**src/design/utf8_to_utf16_decoder_core_defines.svh**
```systemverilog
// Assertion macros shared by the UTF-8 transcoder RTL.
`ifndef UTF8_TO_UTF16_DECODER_CORE_DEFINES_SVH
`define UTF8_TO_UTF16_DECODER_CORE_DEFINES_SVH

// Same-cycle implication, checked out of reset.
`define U8U16_ASSERT_NOW(label, clk, rst_n, ante, cons, msg) \
    label: assert property (@(posedge clk) disable iff (!rst_n) (ante) |-> (cons)) \
        else $error(msg);

// Next-cycle implication, checked out of reset.
`define U8U16_ASSERT_NEXT(label, clk, rst_n, ante, cons, msg) \
    label: assert property (@(posedge clk) disable iff (!rst_n) (ante) |=> (cons)) \
        else $error(msg);

`endif

```
**src/design/u8u16_pkg.sv**
```systemverilog
// Types and constants shared by the UTF-8 to UTF-16/32 transcoder.
`timescale 1ns / 1ps
`default_nettype none

package u8u16_pkg;

    localparam int CODE_W = 21;

    // Byte classification masks and patterns
    localparam logic [7:0] ASCII_LIMIT  = 8'h80;
    localparam logic [7:0] MASK_LEAD2   = 8'hE0;
    localparam logic [7:0] PAT_LEAD2    = 8'hC0;
    localparam logic [7:0] MASK_LEAD3   = 8'hF0;
    localparam logic [7:0] PAT_LEAD3    = 8'hE0;
    localparam logic [7:0] MASK_LEAD4   = 8'hF8;
    localparam logic [7:0] PAT_LEAD4    = 8'hF0;
    localparam logic [7:0] MASK_CONT    = 8'hC0;
    localparam logic [7:0] PAT_CONT     = 8'h80;

    // Codepoint limits
    localparam logic [CODE_W-1:0] CP_MAX       = 21'h10FFFF;
    localparam logic [CODE_W-1:0] SURR_LO      = 21'h00D800;
    localparam logic [CODE_W-1:0] SURR_HI      = 21'h00DFFF;
    localparam logic [CODE_W-1:0] LOW_SURR     = 21'h00DC00;
    localparam logic [CODE_W-1:0] SUPP_BASE    = 21'h010000;
    localparam logic [CODE_W-1:0] MIN_LEN2     = 21'h000080;
    localparam logic [CODE_W-1:0] MIN_LEN3     = 21'h000800;

    localparam logic [2:0] SEQ_LEN2 = 3'd2;
    localparam logic [2:0] SEQ_LEN3 = 3'd3;
    localparam logic [2:0] SEQ_LEN4 = 3'd4;

    typedef struct packed {
        logic [CODE_W-1:0] code_unit;
        logic              is_error;
        logic              string_end;
    } t_result;

    typedef struct packed {
        logic [CODE_W-1:0] partial_code;
        logic [1:0]        bytes_pending;
        logic [2:0]        sequence_length;
        logic              string_failed;
    } t_seq_state;

    typedef struct packed {
        t_seq_state next_state;
        logic [1:0] n_results;
        t_result    res0;
        t_result    res1;
    } t_dec_out;

endpackage

`default_nettype wire

```
**src/design/u8u16_decode.sv**
```systemverilog
// Combinational step of the UTF-8 decoder: one byte against the running sequence state.
`timescale 1ns / 1ps
`default_nettype none

module u8u16_decode (
    input  wire logic [7:0]          i_byte,
    input  wire logic                i_eos,
    input  wire logic                i_wide,
    input  wire u8u16_pkg::t_seq_state i_state,
    output u8u16_pkg::t_dec_out      o_dec
);

    logic [u8u16_pkg::CODE_W-1:0] w_acc;
    logic [1:0]                   w_pend_dec;
    logic [u8u16_pkg::CODE_W-1:0] w_lower;
    logic [u8u16_pkg::CODE_W-1:0] w_cp;
    logic [u8u16_pkg::CODE_W-1:0] w_off;
    logic                         w_do_emit;
    logic                         w_do_error;
    logic                         w_lead;
    logic [2:0]                   w_lead_len;
    logic [u8u16_pkg::CODE_W-1:0] w_lead_bits;
    u8u16_pkg::t_seq_state        w_cleared;

    assign w_acc      = {i_state.partial_code[u8u16_pkg::CODE_W-7:0], i_byte[5:0]};
    assign w_pend_dec = i_state.bytes_pending - 2'd1;
    // a single byte is emitted only between sequences, otherwise the gathered codepoint
    assign w_cp       = (i_state.bytes_pending == 2'd0) ? {13'd0, i_byte} : w_acc;
    assign w_off      = w_cp - u8u16_pkg::SUPP_BASE;

    always_comb begin
        w_lead      = 1'b1;
        w_lead_len  = u8u16_pkg::SEQ_LEN2;
        w_lead_bits = {16'd0, i_byte[4:0]};
        if ((i_byte & u8u16_pkg::MASK_LEAD2) == u8u16_pkg::PAT_LEAD2) begin
            w_lead_len  = u8u16_pkg::SEQ_LEN2;
            w_lead_bits = {16'd0, i_byte[4:0]};
        end else if ((i_byte & u8u16_pkg::MASK_LEAD3) == u8u16_pkg::PAT_LEAD3) begin
            w_lead_len  = u8u16_pkg::SEQ_LEN3;
            w_lead_bits = {17'd0, i_byte[3:0]};
        end else if ((i_byte & u8u16_pkg::MASK_LEAD4) == u8u16_pkg::PAT_LEAD4) begin
            w_lead_len  = u8u16_pkg::SEQ_LEN4;
            w_lead_bits = {18'd0, i_byte[2:0]};
        end else begin
            w_lead = 1'b0;
        end
    end

    always_comb begin
        case (i_state.sequence_length)
            u8u16_pkg::SEQ_LEN2: w_lower = u8u16_pkg::MIN_LEN2;
            u8u16_pkg::SEQ_LEN3: w_lower = u8u16_pkg::MIN_LEN3;
            default:             w_lower = u8u16_pkg::SUPP_BASE;
        endcase
    end

    always_comb begin
        w_cleared                 = i_state;
        w_cleared.partial_code    = '0;
        w_cleared.bytes_pending   = '0;
        w_cleared.sequence_length = '0;
    end

    always_comb begin
        o_dec.next_state = i_state;
        w_do_emit        = 1'b0;
        w_do_error       = 1'b0;

        if (i_state.string_failed) begin
            // drop bytes until the string ends
            if (i_eos) begin
                o_dec.next_state.string_failed = 1'b0;
            end
        end else if (i_state.bytes_pending == 2'd0) begin
            if (i_byte < u8u16_pkg::ASCII_LIMIT) begin
                w_do_emit = 1'b1;
            end else if (w_lead) begin
                o_dec.next_state.partial_code    = w_lead_bits;
                o_dec.next_state.sequence_length = w_lead_len;
                o_dec.next_state.bytes_pending   = w_lead_len[1:0] - 2'd1;
                w_do_error = i_eos;
            end else begin
                w_do_error = 1'b1;
            end
        end else if ((i_byte & u8u16_pkg::MASK_CONT) != u8u16_pkg::PAT_CONT) begin
            w_do_error = 1'b1;
        end else if (w_pend_dec != 2'd0) begin
            o_dec.next_state.partial_code  = w_acc;
            o_dec.next_state.bytes_pending = w_pend_dec;
            w_do_error = i_eos;
        end else begin
            if (w_acc < w_lower || w_acc > u8u16_pkg::CP_MAX ||
                (w_acc >= u8u16_pkg::SURR_LO && w_acc <= u8u16_pkg::SURR_HI)) begin
                w_do_error = 1'b1;
            end else begin
                w_do_emit = 1'b1;
            end
        end

        o_dec.n_results = 2'd0;
        o_dec.res0      = '0;
        o_dec.res1      = '0;

        if (w_do_error) begin
            o_dec.next_state               = w_cleared;
            o_dec.next_state.string_failed = ~i_eos;
            o_dec.n_results                = 2'd1;
            o_dec.res0.is_error            = 1'b1;
            o_dec.res0.string_end          = 1'b1;
        end else if (w_do_emit) begin
            o_dec.next_state = w_cleared;
            if (!i_wide && w_cp >= u8u16_pkg::SUPP_BASE) begin
                // split into a surrogate pair, end mark on the low half only
                o_dec.n_results        = 2'd2;
                o_dec.res0.code_unit   = u8u16_pkg::SURR_LO + {11'd0, w_off[19:10]};
                o_dec.res1.code_unit   = u8u16_pkg::LOW_SURR + {11'd0, w_off[9:0]};
                o_dec.res1.string_end  = i_eos;
            end else begin
                o_dec.n_results       = 2'd1;
                o_dec.res0.code_unit  = w_cp;
                o_dec.res0.string_end = i_eos;
            end
        end
    end

endmodule

`default_nettype wire

```
**src/design/u8u16_result_fifo.sv**
```systemverilog
// Small result queue: takes up to two results a cycle, hands out one while i_ready is high.
`timescale 1ns / 1ps
`default_nettype none

module u8u16_result_fifo #(
    parameter int DEPTH = 4
) (
    input  wire logic              i_clk,
    input  wire logic              i_rst_n,
    input  wire logic [1:0]        i_push_n,
    input  wire u8u16_pkg::t_result i_res0,
    input  wire u8u16_pkg::t_result i_res1,
    output logic                   o_room2,
    output logic                   o_valid,
    input  wire logic              i_ready,
    output u8u16_pkg::t_result     o_res
);

    localparam int PTR_W = $clog2(DEPTH);
    localparam int CNT_W = $clog2(DEPTH + 1);

    u8u16_pkg::t_result r_mem [DEPTH];
    logic [PTR_W-1:0]   r_wr_ptr;
    logic [PTR_W-1:0]   r_rd_ptr;
    logic [CNT_W-1:0]   r_count;
    logic [PTR_W-1:0]   n_wr_ptr;
    logic [PTR_W-1:0]   n_rd_ptr;
    logic [CNT_W-1:0]   n_count;
    logic [PTR_W-1:0]   w_wr_next;
    logic               w_pop;

    assign w_pop     = o_valid & i_ready;
    assign w_wr_next = r_wr_ptr + PTR_W'(1);
    assign o_valid   = (r_count != '0);
    assign o_res     = r_mem[r_rd_ptr];
    assign o_room2   = (r_count <= CNT_W'(DEPTH - 2));

    always_comb begin
        n_wr_ptr = r_wr_ptr + PTR_W'(i_push_n);
        n_rd_ptr = r_rd_ptr + PTR_W'(w_pop);
        n_count  = r_count + CNT_W'(i_push_n) - CNT_W'(w_pop);
    end

    always_ff @(posedge i_clk) begin
        if (!i_rst_n) begin
            r_wr_ptr <= '0;
            r_rd_ptr <= '0;
            r_count  <= '0;
        end else begin
            r_wr_ptr <= n_wr_ptr;
            r_rd_ptr <= n_rd_ptr;
            r_count  <= n_count;
        end
    end

    always_ff @(posedge i_clk) begin
        if (i_push_n != 2'd0) begin
            r_mem[r_wr_ptr] <= i_res0;
        end
        if (i_push_n == 2'd2) begin
            r_mem[w_wr_next] <= i_res1;
        end
    end

endmodule

`default_nettype wire

```
**src/design/utf8_to_utf16_decoder_core.sv**
```systemverilog
// Top level of the streaming UTF-8 to UTF-16/UTF-32 transcoder.
// Path: a byte accepted into the input register is decoded combinationally and its results
//   are written into the result queue, whose head drives the master side.
// Throughput: one byte per cycle; a surrogate pair ends a four-byte sequence, so output
//   keeps up. Input stalls only while the result queue has fewer than two free entries.
// Reset (synchronous, active low) clears sequence state, wide mode and the result queue.
`timescale 1ns / 1ps
`default_nettype none
`include "utf8_to_utf16_decoder_core_defines.svh"

module utf8_to_utf16_decoder_core #(
    parameter int OUT_DEPTH = 4
) (
    input  wire logic        i_clk,
    input  wire logic        i_rst_n,
    // stream in
    input  wire logic        s_axis_tvalid,
    output logic             s_axis_tready,
    input  wire logic [7:0]  s_axis_tdata,   // [7:0] in_byte
    input  wire logic        s_axis_tlast,   // end_of_string
    // stream out
    output logic             m_axis_tvalid,
    input  wire logic        m_axis_tready,
    output logic [23:0]      m_axis_tdata,   // [20:0] code_unit, [23:21] zero
    output logic             m_axis_tuser,   // is_error
    output logic             m_axis_tlast,   // string_end
    // configuration
    input  wire logic        psel,
    input  wire logic        penable,
    input  wire logic        pwrite,
    input  wire logic [2:0]  paddr,
    input  wire logic [31:0] pwdata,
    output logic [31:0]      prdata,
    output logic             pready
);

    logic                  r_wide;
    logic                  r_in_valid;
    logic [7:0]            r_in_byte;
    logic                  r_in_eos;
    u8u16_pkg::t_seq_state r_seq;
    u8u16_pkg::t_dec_out   w_dec;
    u8u16_pkg::t_result    w_head;
    logic                  w_room2;
    logic                  w_advance;
    logic [1:0]            w_push_n;

    assign pready = 1'b1;
    assign prdata = {31'd0, r_wide};

    assign w_advance     = r_in_valid & w_room2;
    assign s_axis_tready = ~r_in_valid | w_room2;
    assign w_push_n      = w_advance ? w_dec.n_results : 2'd0;

    always_ff @(posedge i_clk) begin
        if (!i_rst_n) begin
            r_wide <= 1'b0;
        end else if (psel && penable && pwrite && pready && paddr[2] == 1'b0) begin
            r_wide <= pwdata[0];
        end
    end

    // input register
    always_ff @(posedge i_clk) begin
        if (!i_rst_n) begin
            r_in_valid <= 1'b0;
        end else if (s_axis_tready) begin
            r_in_valid <= s_axis_tvalid;
        end
    end

    always_ff @(posedge i_clk) begin
        if (s_axis_tvalid && s_axis_tready) begin
            r_in_byte <= s_axis_tdata;
            r_in_eos  <= s_axis_tlast;
        end
    end

    always_ff @(posedge i_clk) begin
        if (!i_rst_n) begin
            r_seq <= '0;
        end else if (w_advance) begin
            r_seq <= w_dec.next_state;
        end
    end

    u8u16_decode u_decode (
        .i_byte  (r_in_byte),
        .i_eos   (r_in_eos),
        .i_wide  (r_wide),
        .i_state (r_seq),
        .o_dec   (w_dec)
    );

    u8u16_result_fifo #(
        .DEPTH (OUT_DEPTH)
    ) u_result_fifo (
        .i_clk    (i_clk),
        .i_rst_n  (i_rst_n),
        .i_push_n (w_push_n),
        .i_res0   (w_dec.res0),
        .i_res1   (w_dec.res1),
        .o_room2  (w_room2),
        .o_valid  (m_axis_tvalid),
        .i_ready  (m_axis_tready),
        .o_res    (w_head)
    );

    assign m_axis_tdata = {3'd0, w_head.code_unit};
    assign m_axis_tuser = w_head.is_error;
    assign m_axis_tlast = w_head.string_end;

    `U8U16_ASSERT_NOW(a_pair_only_narrow, i_clk, i_rst_n,
        w_advance && w_dec.n_results == 2'd2, !r_wide, "surrogate pair in wide mode")
    `U8U16_ASSERT_NOW(a_error_code_zero, i_clk, i_rst_n,
        m_axis_tvalid && m_axis_tuser, m_axis_tdata == 24'd0 && m_axis_tlast,
        "error result with nonzero code or no end mark")
    `U8U16_ASSERT_NOW(a_failed_idle_seq, i_clk, i_rst_n,
        r_seq.string_failed, r_seq.bytes_pending == 2'd0 && r_seq.sequence_length == 3'd0,
        "failed string still holds a partial sequence")
    `U8U16_ASSERT_NEXT(a_eos_clears_seq, i_clk, i_rst_n,
        w_advance && r_in_eos, r_seq.bytes_pending == 2'd0 && !r_seq.string_failed,
        "string end left sequence state behind")

endmodule

`default_nettype wire
```
**config.mk**
```make
export PLATFORM = sky130hd
export DESIGN_NAME = utf8_to_utf16_decoder_core
export DESIGN_NICKNAME = d
export VERILOG_FILES = /design/src/design/u8u16_pkg.sv /design/src/design/u8u16_decode.sv /design/src/design/u8u16_result_fifo.sv /design/src/design/utf8_to_utf16_decoder_core.sv
export VERILOG_INCLUDE_DIRS = /design/src /design/src/design
export SDC_FILE = /design/constraint.sdc
export NUM_CORES = 1
export LEC_CHECK = 0
export BUFFER_PORTS_ARGS = -buffer_cell sky130_fd_sc_hd__buf_2
export CELL_PAD_IN_SITES_DETAIL_PLACEMENT = 0
export CELL_PAD_IN_SITES_GLOBAL_PLACEMENT = 1
export CORE_ASPECT_RATIO = 0.9
export CORE_MARGIN = 2
export CORE_UTILIZATION = 45
export CTS_CLUSTER_DIAMETER = 50
export DETAILED_ROUTE_END_ITERATION = 10
export PLACE_DENSITY_LB_ADDON = 0.1
export SYNTH_ARGS = -nofsm -noshare
export SYNTH_HDL_FRONTEND = slang
export SYNTH_SLANG_ARGS = --single-unit
```
**constraint.sdc**
```tcl
create_clock -name i_clk -period 5.6 [get_ports i_clk]
set_input_delay 0.28 -clock i_clk [delete_from_list [all_inputs] [get_ports i_clk]]
set_output_delay 0.28 -clock i_clk [all_outputs]
set_load 0.005 [all_outputs]
```
# Yosys cells after proc, flatten, opt, wreduce, memory -nomap -nowiden
# Memory sizes are Yosys's and may differ from the RTL's. A register that Yosys moved wholly into a read port is not among the register bits.
# Cells that the tools add are included.
[totals] word_cells=119 ram_bits=92 n_memories=1 regBits=39 output_inout_bits=61
[classes] mux=52 eq_ne=13 addsub=10 order_cmp=7 reduce_logical=19 n_bitwise=6
[mem_list] memory="u_result_fifo.r_mem" words=4 width=23 read_ports=1 rd_clocked_by_memory_dff=1 write_ports=2 line="u8u16_result_fifo.sv:22" text="u8u16_pkg::t_result r_mem [DEPTH];"
[ops] cell="2-to-1 mux 21 bit" count=4
[ops] cell="2-to-1 mux 20 bit" count=3
[ops] cell="2-to-1 mux 17 bit" count=3
[ops] cell="2-to-1 mux 23 bit" count=2
[ops] cell="2-to-1 mux 44 bit" count=1
[ops] cell="adder 16 x 10 -> 17 bit, first input constant" count=2
[ops] cell="one-hot mux 17 bit (2 select lines)" count=1
[ops] cell="2-to-1 mux 1 bit" count=28
[ops] cell="2-to-1 mux 22 bit" count=1
[ops] cell=">= comparator 21 x 16 -> 1 bit, second input constant" count=1
[ops] cell=">= comparator 21 x 17 -> 1 bit, second input constant" count=1
[ops] cell="greater-than comparator 21 bit, second input constant" count=1
[ops] cell="<= comparator 21 x 16 -> 1 bit, second input constant" count=1
[ops] cell="less-than comparator 21 x 17 -> 1 bit" count=1
[ops] cell="subtractor 20 x 17 -> 20 bit, second input constant" count=1
[ops] cell="2-to-1 mux 15 bit" count=1
[ops] cell="2-to-1 mux 3 bit" count=4
[ops] cell="2-to-1 mux 5 bit" count=2
[ops] cell="nonzero test 3 bit" count=3
[ops] cell="less-than comparator 8 bit, second input constant" count=1
[ops] cell="!= test 4 x 1 -> 1 bit, second input constant" count=2
[ops] cell="equality test 3 x 2 -> 1 bit, second input constant" count=2
[ops] cell="logical AND 1 bit" count=6
[ops] cell="!= test 3 x 1 -> 1 bit, second input constant" count=2
[ops] cell="25 further kinds" count=33

# Depth between registers and ports, before layout
[depth] ltp_word=16 mapped_depth=21 mapped_depth_nobuf=17

# By module
# Synthesis repeated with hierarchy kept, for this count alone.
[hier_totals] hier_cells=684 area_unflattened_um2=8538.2
[by_module_without_submodules] mod="u8u16_result_fifo" area_per_inst_um2=5143.7 n_inst=1 seq_area_each_um2=2902.8 cells_per_inst=269
[by_module_without_submodules] mod="utf8_to_utf16_decoder_core" area_per_inst_um2=1834.3 n_inst=1 seq_area_each_um2=850.8 cells_per_inst=182
[by_module_without_submodules] mod="u8u16_decode" area_per_inst_um2=1560.2 n_inst=1 seq_area_each_um2=0.0 cells_per_inst=233

# Worst setup path before layout
# OpenSTA, ideal clock, no wires.
[synth_path] kind="register to register" startpoint="register r_seq[5] (netlist name)" endpoint="register u_result_fifo.r_count[2]" stages_incl_launch_ff=22 synth_period_minus_slack_ns=4.184 path_slack_ns=1.416 path_buffers=5 arrival_time_ns=4.056 setup_time_ns=0.128 path_cell_list="dfxtp_1 > buf_2 > or2_2 > clkbuf_1 > clkbuf_1 > buf_1 > nand2_1 > ha_1 > nor4b_1 > and3_1 > a31oi_4 > buf_2 > nand3_1 > a21o_1 > ha_1 > inv_1 > ha_1 > inv_1 > fa_1 > xnor2_1 > xnor2_1 > nor2_1"
[synth_via] elab_chain_len=11 elab_cells_between_ends=20
[synth_lines] element="start: declaration" line="utf8_to_utf16_decoder_core.sv:41" text="u8u16_pkg::t_seq_state r_seq;"
[synth_lines] element="start signal: assignment" line="utf8_to_utf16_decoder_core.sv:83" text="r_seq <= w_dec.next_state;"
[synth_lines] element="branches (longest 7 deep; another with >= comparator 21 x 17 -> 1 bit)"
[synth_lines] element="2-to-1 mux 23 bit (*)" line="u8u16_decode.sv:104" text="if (w_do_error) begin"
[synth_lines] element="2-to-1 mux 2 bit (*)" line="utf8_to_utf16_decoder_core.sv:53" text="assign w_push_n = w_advance ? w_dec.n_results : 2'd0;"
[synth_lines] element="adder 3 x 2 -> 3 bit (*)" line="u8u16_result_fifo.sv:41" text="n_count = r_count + CNT_W'(i_push_n) - CNT_W'(w_pop);"
[synth_lines] element="subtractor 3 x 1 -> 3 bit (*)" line="u8u16_result_fifo.sv:41"
[synth_lines] element="end signal: assignment" line="u8u16_result_fifo.sv:52" text="r_count <= n_count;"
[synth_lines] element="end: declaration" line="u8u16_result_fifo.sv:25" text="logic [CNT_W-1:0] r_count;"
# Mark *: on every way between the ends. The select of a mux whose other input is x is not followed.
# A chain may end at the register's enable or synchronous reset.

# Final worst setup path
# Same ends and word-level chain as after synthesis.

==> report_table.html <==
<table>
<tr><th>Metric</th><th>Value</th></tr>
<tr><th colspan="2">Floorplanning</th></tr>
<tr><td>I/O pin count</td><td>112</td></tr>
<tr><td>Die Footprint</td><td>0.01596 mm2</td></tr>
<tr><td>Number of rows created at floorplan</td><td>42</td></tr>
<tr><td>Starting Density</td><td>0.4594</td></tr>
<tr><td>Die outline width</td><td>133.0 um</td></tr>
<tr><td>CORE AREA</td><td>about 0.015 mm2</td></tr>
<tr><td>Die Height</td><td>120.1 um</td></tr>
<tr><th colspan="2">Synth</th></tr>
<tr><td>Post-synthesis sequential element count</td><td>131</td></tr>
<tr><td>Mean area per synthesized cell</td><td>11.10 um2</td></tr>
<tr><td>Xor/xnor share of the synthesized area</td><td>0.008917</td></tr>
<tr><td>Combinational family with the most area after synthesis</td><td>compound AO/OA/AOI/OAI gates</td></tr>
<tr><td>Post-Synthesis Cells</td><td>607</td></tr>
<tr><td>Yosys Warn Count</td><td>0</td></tr>
<tr><td>Fraction of registers with async set/reset</td><td>0</td></tr>
<tr><td>Top area cells in the synthesized netlist</td><td>sky130_fd_sc_hd__edfxtp_1 33%, sky130_fd_sc_hd__dfxtp_1 17%, sky130_fd_sc_hd__mux4_2 7.7%, sky130_fd_sc_hd__buf_4 4.0%, sky130_fd_sc_hd__nand2_1 3.0%</td></tr>
<tr><td>Yosys top cell by area</td><td>sky130_fd_sc_hd__edfxtp_1</td></tr>
<tr><td>Fraction of the mapped netlist area in simple logic gates</td><td>0.1518</td></tr>
<tr><td>Area share of the largest cell type after synthesis</td><td>0.3255</td></tr>
<tr><td>Synthesized-area fraction occupied by ao, oa, aoi and oai cells</td><td>0.1594</td></tr>
<tr><td>EDFF count, synth</td><td>73</td></tr>
<tr><td>Synth Flop Type</td><td>sky130_fd_sc_hd__edfxtp_1</td></tr>
<tr><td>Mux share of post-synthesis cell area</td><td>0.08601</td></tr>
<tr><td>Sequential fraction of the synthesis area</td><td>0.4979</td></tr>
<tr><td>Cell area after synthesis</td><td>0.006735 mm2</td></tr>
<tr><td>Adder and majority gate portion of the synthesized area</td><td>0.01969</td></tr>
<tr><td>Cell variety after synth</td><td>70</td></tr>
<tr><th colspan="2">Detailed routing</th></tr>
<tr><td>Routed via count</td><td>5000</td></tr>
<tr><td>Total routed wire length on the met1 layer</td><td>approximately 8 mm</td></tr>
<tr><td>Routed WL per cell</td><td>21.45 um</td></tr>
<tr><td>DR pass1 iterations</td><td>5</td></tr>
<tr><td>Routed WL</td><td>18.08 mm</td></tr>
<tr><td>Residual DRC</td><td>0</td></tr>
<tr><td>Uppermost layer routed</td><td>met4</td></tr>
<tr><td>Sum of met3 wire segment lengths after detailed routing</td><td>1.272 mm</td></tr>
<tr><td>Per-cell via count in the routed design</td><td>roughly 5.9</td></tr>
<tr><td>Antenna Nets Post-Route</td><td>0</td></tr>
<tr><td>Initial detailed-routing violation count</td><td>slightly above 400</td></tr>
<tr><td>Routed wl met2</td><td>8.434 mm</td></tr>
<tr><th colspan="2">Layout</th></tr>
<tr><td>FILL cells</td><td>1328</td></tr>
<tr><td>Final antenna diode count</td><td>0</td></tr>
<tr><td>Synth-to-Final Area Change</td><td>11.87%</td></tr>
<tr><td>Number of nets in the layout</td><td>693</td></tr>
<tr><td>Share of layout cells above drive strength 1</td><td>0.1891</td></tr>
<tr><th colspan="2">Clocking</th></tr>
<tr><td>Post-cts sizing count</td><td>0</td></tr>
<tr><td>Clock tree from TritonCTS</td><td>yes</td></tr>
<tr><td>Cell at the root of the clock tree</td><td>sky130_fd_sc_hd__clkbuf_16</td></tr>
<tr><td>TritonCTS buffer count</td><td>17</td></tr>
<tr><td>Sink count of the clock tree</td><td>131</td></tr>
<tr><td>Post-CTS Hold Buffers</td><td>0</td></tr>
<tr><td>Buffers inserted during post-CTS setup optimization</td><td>0</td></tr>
<tr><td>Clock Tree Buf Depth</td><td>2</td></tr>
<tr><td>Clock latency reported for the late side of the worst-skew pair</td><td>0.42 ns</td></tr>
<tr><td>Clock transition time at the flip-flop clock pins of the worst setup and hold paths</td><td>0.06 ns</td></tr>
<tr><td>Number of H-tree levels</td><td>4</td></tr>
<tr><th colspan="2">Min path</th></tr>
<tr><td>Origin of the worst min-delay path</td><td>s_axis_tdata[1]</td></tr>
<tr><td>Hold WC Path Type</td><td>primary input to flop</td></tr>
<tr><td>End point of the most critical hold path</td><td>r_in_byte[1]</td></tr>
<tr><td>Worst Hold Depth</td><td>1</td></tr>
<tr><th colspan="2">Critical path</th></tr>
<tr><td>Endpoint type of the worst setup path</td><td>flop</td></tr>
<tr><td>Critical path class</td><td>flop to flop</td></tr>
<tr><td>Required time of the worst setup path</td><td>5.89 ns</td></tr>
<tr><td>Critical R2R Capture</td><td>u_result_fifo.r_count[2]</td></tr>
<tr><td>Worst path slowest cell</td><td>sky130_fd_sc_hd__a31oi_4</td></tr>
<tr><td>Biggest cell delay along the critical path</td><td>about 0.52 ns</td></tr>
<tr><td>Critical Path Fanout Max</td><td>24</td></tr>
<tr><td>Worst r2r src</td><td>r_seq[5]</td></tr>
<tr><td>Critical path, cell by cell</td><td>or2_2 &gt; nand2_1 &gt; inv_1 &gt; ha_1 &gt; nor4b_1 &gt; and3_1 &gt; a31oi_4 &gt; nand3_1 &gt; a21o_1 &gt; ha_1 &gt; inv_1 &gt; ha_1 &gt; inv_1 &gt; fa_1 &gt; xnor2_1 &gt; xnor2_1 &gt; nor2_1</td></tr>
<tr><td>Reg-to-reg slack, setup</td><td>between 1 and 1.5 ns</td></tr>
<tr><td>Data arrival time of the critical path</td><td>4.76 ns</td></tr>
<tr><td>Critical path launch point type</td><td>flop</td></tr>
<tr><td>Reg2reg path depth</td><td>17</td></tr>
<tr><th colspan="2">Pwr</th></tr>
<tr><td>Leakage dissipation</td><td>between 2 and 3 nW</td></tr>
<tr><td>Power per cell area</td><td>357.6 mW/mm2</td></tr>
<tr><td>Maximum ir drop on the vdd rail</td><td>0.0002719 V</td></tr>
<tr><th colspan="2">Placed design</th></tr>
<tr><td>RePlAce Congestion</td><td>0.9274</td></tr>
<tr><td>Number of I/O port buffers</td><td>43</td></tr>
<tr><td>HPWL reported at the end of detailed placement</td><td>13.00 mm</td></tr>
<tr><th colspan="2">GRT</th></tr>
<tr><td>Antenna violations before repair</td><td>0</td></tr>
<tr><td>Total global-route track usage</td><td>0.2356</td></tr>
<tr><td>Vias in the first global route</td><td>4843</td></tr>
<tr><td>Maximum number of pins on one net before global-route repair</td><td>28</td></tr>
<tr><td>Overflow left after global routing</td><td>0</td></tr>
<tr><td>First-pass GRT wire length</td><td>between 20 and 30 mm</td></tr>
<tr><th colspan="2">Outcome</th></tr>
<tr><td>Status</td><td>complete, no violations</td></tr>
<tr><th colspan="2">Timing</th></tr>
<tr><td>Period utilisation layout</td><td>0.7984</td></tr>
<tr><td>Final total negative setup slack</td><td>0 ns</td></tr>
<tr><td>Achievable Freq</td><td>about 220 MHz</td></tr>
<tr><td>Normalized max-slew margin</td><td>0.3008</td></tr>
<tr><td>Final Max Tran Viols</td><td>0</td></tr>
<tr><td>Unrepaired setup endpoints after global routing</td><td>false</td></tr>
<tr><td>Number of endpoints with negative hold slack in the final report</td><td>0</td></tr>
<tr><td>Transition time of the tightest slew-check pin</td><td>roughly 1.0 ns</td></tr>
<tr><td>Endpoints failing setup</td><td>0</td></tr>
<tr><td>Worst hold slack across all endpoints</td><td>0.03087 ns</td></tr>
<tr><td>Worst Skew</td><td>around 0.0098 ns</td></tr>
<tr><td>Min Clock Period, post-route</td><td>4.471 ns</td></tr>
<tr><th colspan="2">Job</th></tr>
<tr><td>Max-capacitance violation count</td><td>0</td></tr>
</table>
==> where the power goes <==
part	leakage (nW)	switching (mW)	internal, mW
sequential	1.21	0.0458	1.07
combinational	1.31	0.260	0.209
clock	0.290	0.396	0.718
total	2.81	0.702	1.99
==> worst max-delay path: cells and delay by family, from the launching register on <==
family / cells / cell delay, ns
flops: 1 / 0.39
simple gates: 6 / 1.55
buf+inv: 3 / 0.26
xor+xnor: 2 / 0.33
compound gates: 2 / 0.80
fa+ha+maj: 4 / 0.98
==> cells by family (layout without fill, tap and decap cells) <==
group,count (synthesis),after routing
and+or+nand+nor,200,200
AOI/OAI and AO/OA,136,136
DFF,131,131
buffers and inverters,93,98
muxes,29,29
adders and majority gates,10,10
xor gates and xnor gates,6,6
other,2,35
==> cell usage in the layout (no fill, tap or decap), types with 9 or more instances in the layout <==
| cell type | netlist | routed |
|---|---|---|
| sky130_fd_sc_hd__a22o_1 | 12 | 12 |
| sky130_fd_sc_hd__a21oi_1 | 26 | 26 |
| sky130_fd_sc_hd__conb_1 | 2 | 35 |
| sky130_fd_sc_hd__ha_1 | 9 | 9 |
| sky130_fd_sc_hd__nand2_1 | 53 | 53 |
| sky130_fd_sc_hd__inv_1 | 14 | 14 |
| sky130_fd_sc_hd__clkbuf_16 | 0 | 19 |
| sky130_fd_sc_hd__and2_1 | 11 | 11 |
| sky130_fd_sc_hd__or3_1 | 9 | 9 |
| sky130_fd_sc_hd__nand3_1 | 34 | 34 |
| sky130_fd_sc_hd__o2bb2ai_1 | 16 | 16 |
| sky130_fd_sc_hd__o22ai_1 | 18 | 18 |
| sky130_fd_sc_hd__mux4_2 | 23 | 23 |
| sky130_fd_sc_hd__buf_2 | 12 | 43 |
| sky130_fd_sc_hd__nor2_1 | 46 | 46 |
| sky130_fd_sc_hd__edfxtp_1 | 73 | 73 |
| sky130_fd_sc_hd__dfxtp_1 | 58 | 58 |
==> flip-flops by register name (all words and copies together), names as in the netlist <==
register and count:
u_result_fifo.r_mem 92, r_seq 21, r_in_byte 8, u_result_fifo.r_count 3, u_result_fifo.r_rd_ptr 2, u_result_fifo.r_wr_ptr 2, r_in_eos 1, r_in_valid 1
r_wide 1
==> area by class of cell <==
type                       instances  area, um2  area share
clock buffer                      24      504.2     0.06692
clock inverter                     8      98.84     0.01312
inverter                          15      56.30    0.007473
multi-input combinational        416       2999      0.3980
sequential                       131       3353      0.4450
tap                              198      247.7     0.03288
timing repair buffer              51      275.3     0.03653
==> stage by stage <==
stage,total power [mW],setup WS [ns],std cells,utilization,instance area (um2)
floorplan,1.473,1.416,640,-,6859
global placement,1.596,1.240,811,0.4728,6932
detailed placement,1.605,1.164,811,0.4728,6932
CTS,2.718,1.132,843,0.5139,7535
global route,2.809,0.7982,843,0.5139,7535
finish,2.694,1.129,843,0.5139,7535
==> worst max-delay path by stage <==
stage / from / to / slack (ns) / cells after the start
floorplan: r_seq[5] / u_result_fifo.r_count[2] / 1.42 / 21
global placement: r_seq[4] / u_result_fifo.r_count[2] / 1.24 / 17
detailed placement: r_seq[5] / u_result_fifo.r_count[2] / 1.16 / 17
CTS: r_seq[5] / u_result_fifo.r_count[2] / 1.13 / 17
global route: r_seq[5] / u_result_fifo.r_count[2] / 0.80 / 17
finish: r_seq[5] / u_result_fifo.r_count[2] / 1.13 / 17
==> cell usage after synthesis, types with 6 or more instances <==
library cell,number
sky130_fd_sc_hd__ha_1,9
sky130_fd_sc_hd__a21o_1,6
sky130_fd_sc_hd__or3_1,9
sky130_fd_sc_hd__a32o_1,7
sky130_fd_sc_hd__inv_1,14
sky130_fd_sc_hd__buf_1,6
sky130_fd_sc_hd__nand2_1,53
sky130_fd_sc_hd__a21oi_1,26
sky130_fd_sc_hd__buf_4,36
sky130_fd_sc_hd__buf_2,12
sky130_fd_sc_hd__nand3_1,34
sky130_fd_sc_hd__dfxtp_1,58
sky130_fd_sc_hd__edfxtp_1,73
sky130_fd_sc_hd__and2_1,11
sky130_fd_sc_hd__mux4_2,23
sky130_fd_sc_hd__o2bb2ai_1,16
sky130_fd_sc_hd__o32ai_1,6
sky130_fd_sc_hd__a22o_1,12
sky130_fd_sc_hd__o21ai_0,8
sky130_fd_sc_hd__clkbuf_1,23
sky130_fd_sc_hd__o22ai_1,18
sky130_fd_sc_hd__nor2_1,46
==> metal layers <==
metal / vias up / GRT usage
met2: 226 / 0.3744
met5: - / 0
met4: 0 / 0.08737
li1: 2295 / -
met1: 2447 / 0.3175
met3: 32 / 0.05239
Power figures use the tool's default switching activity.
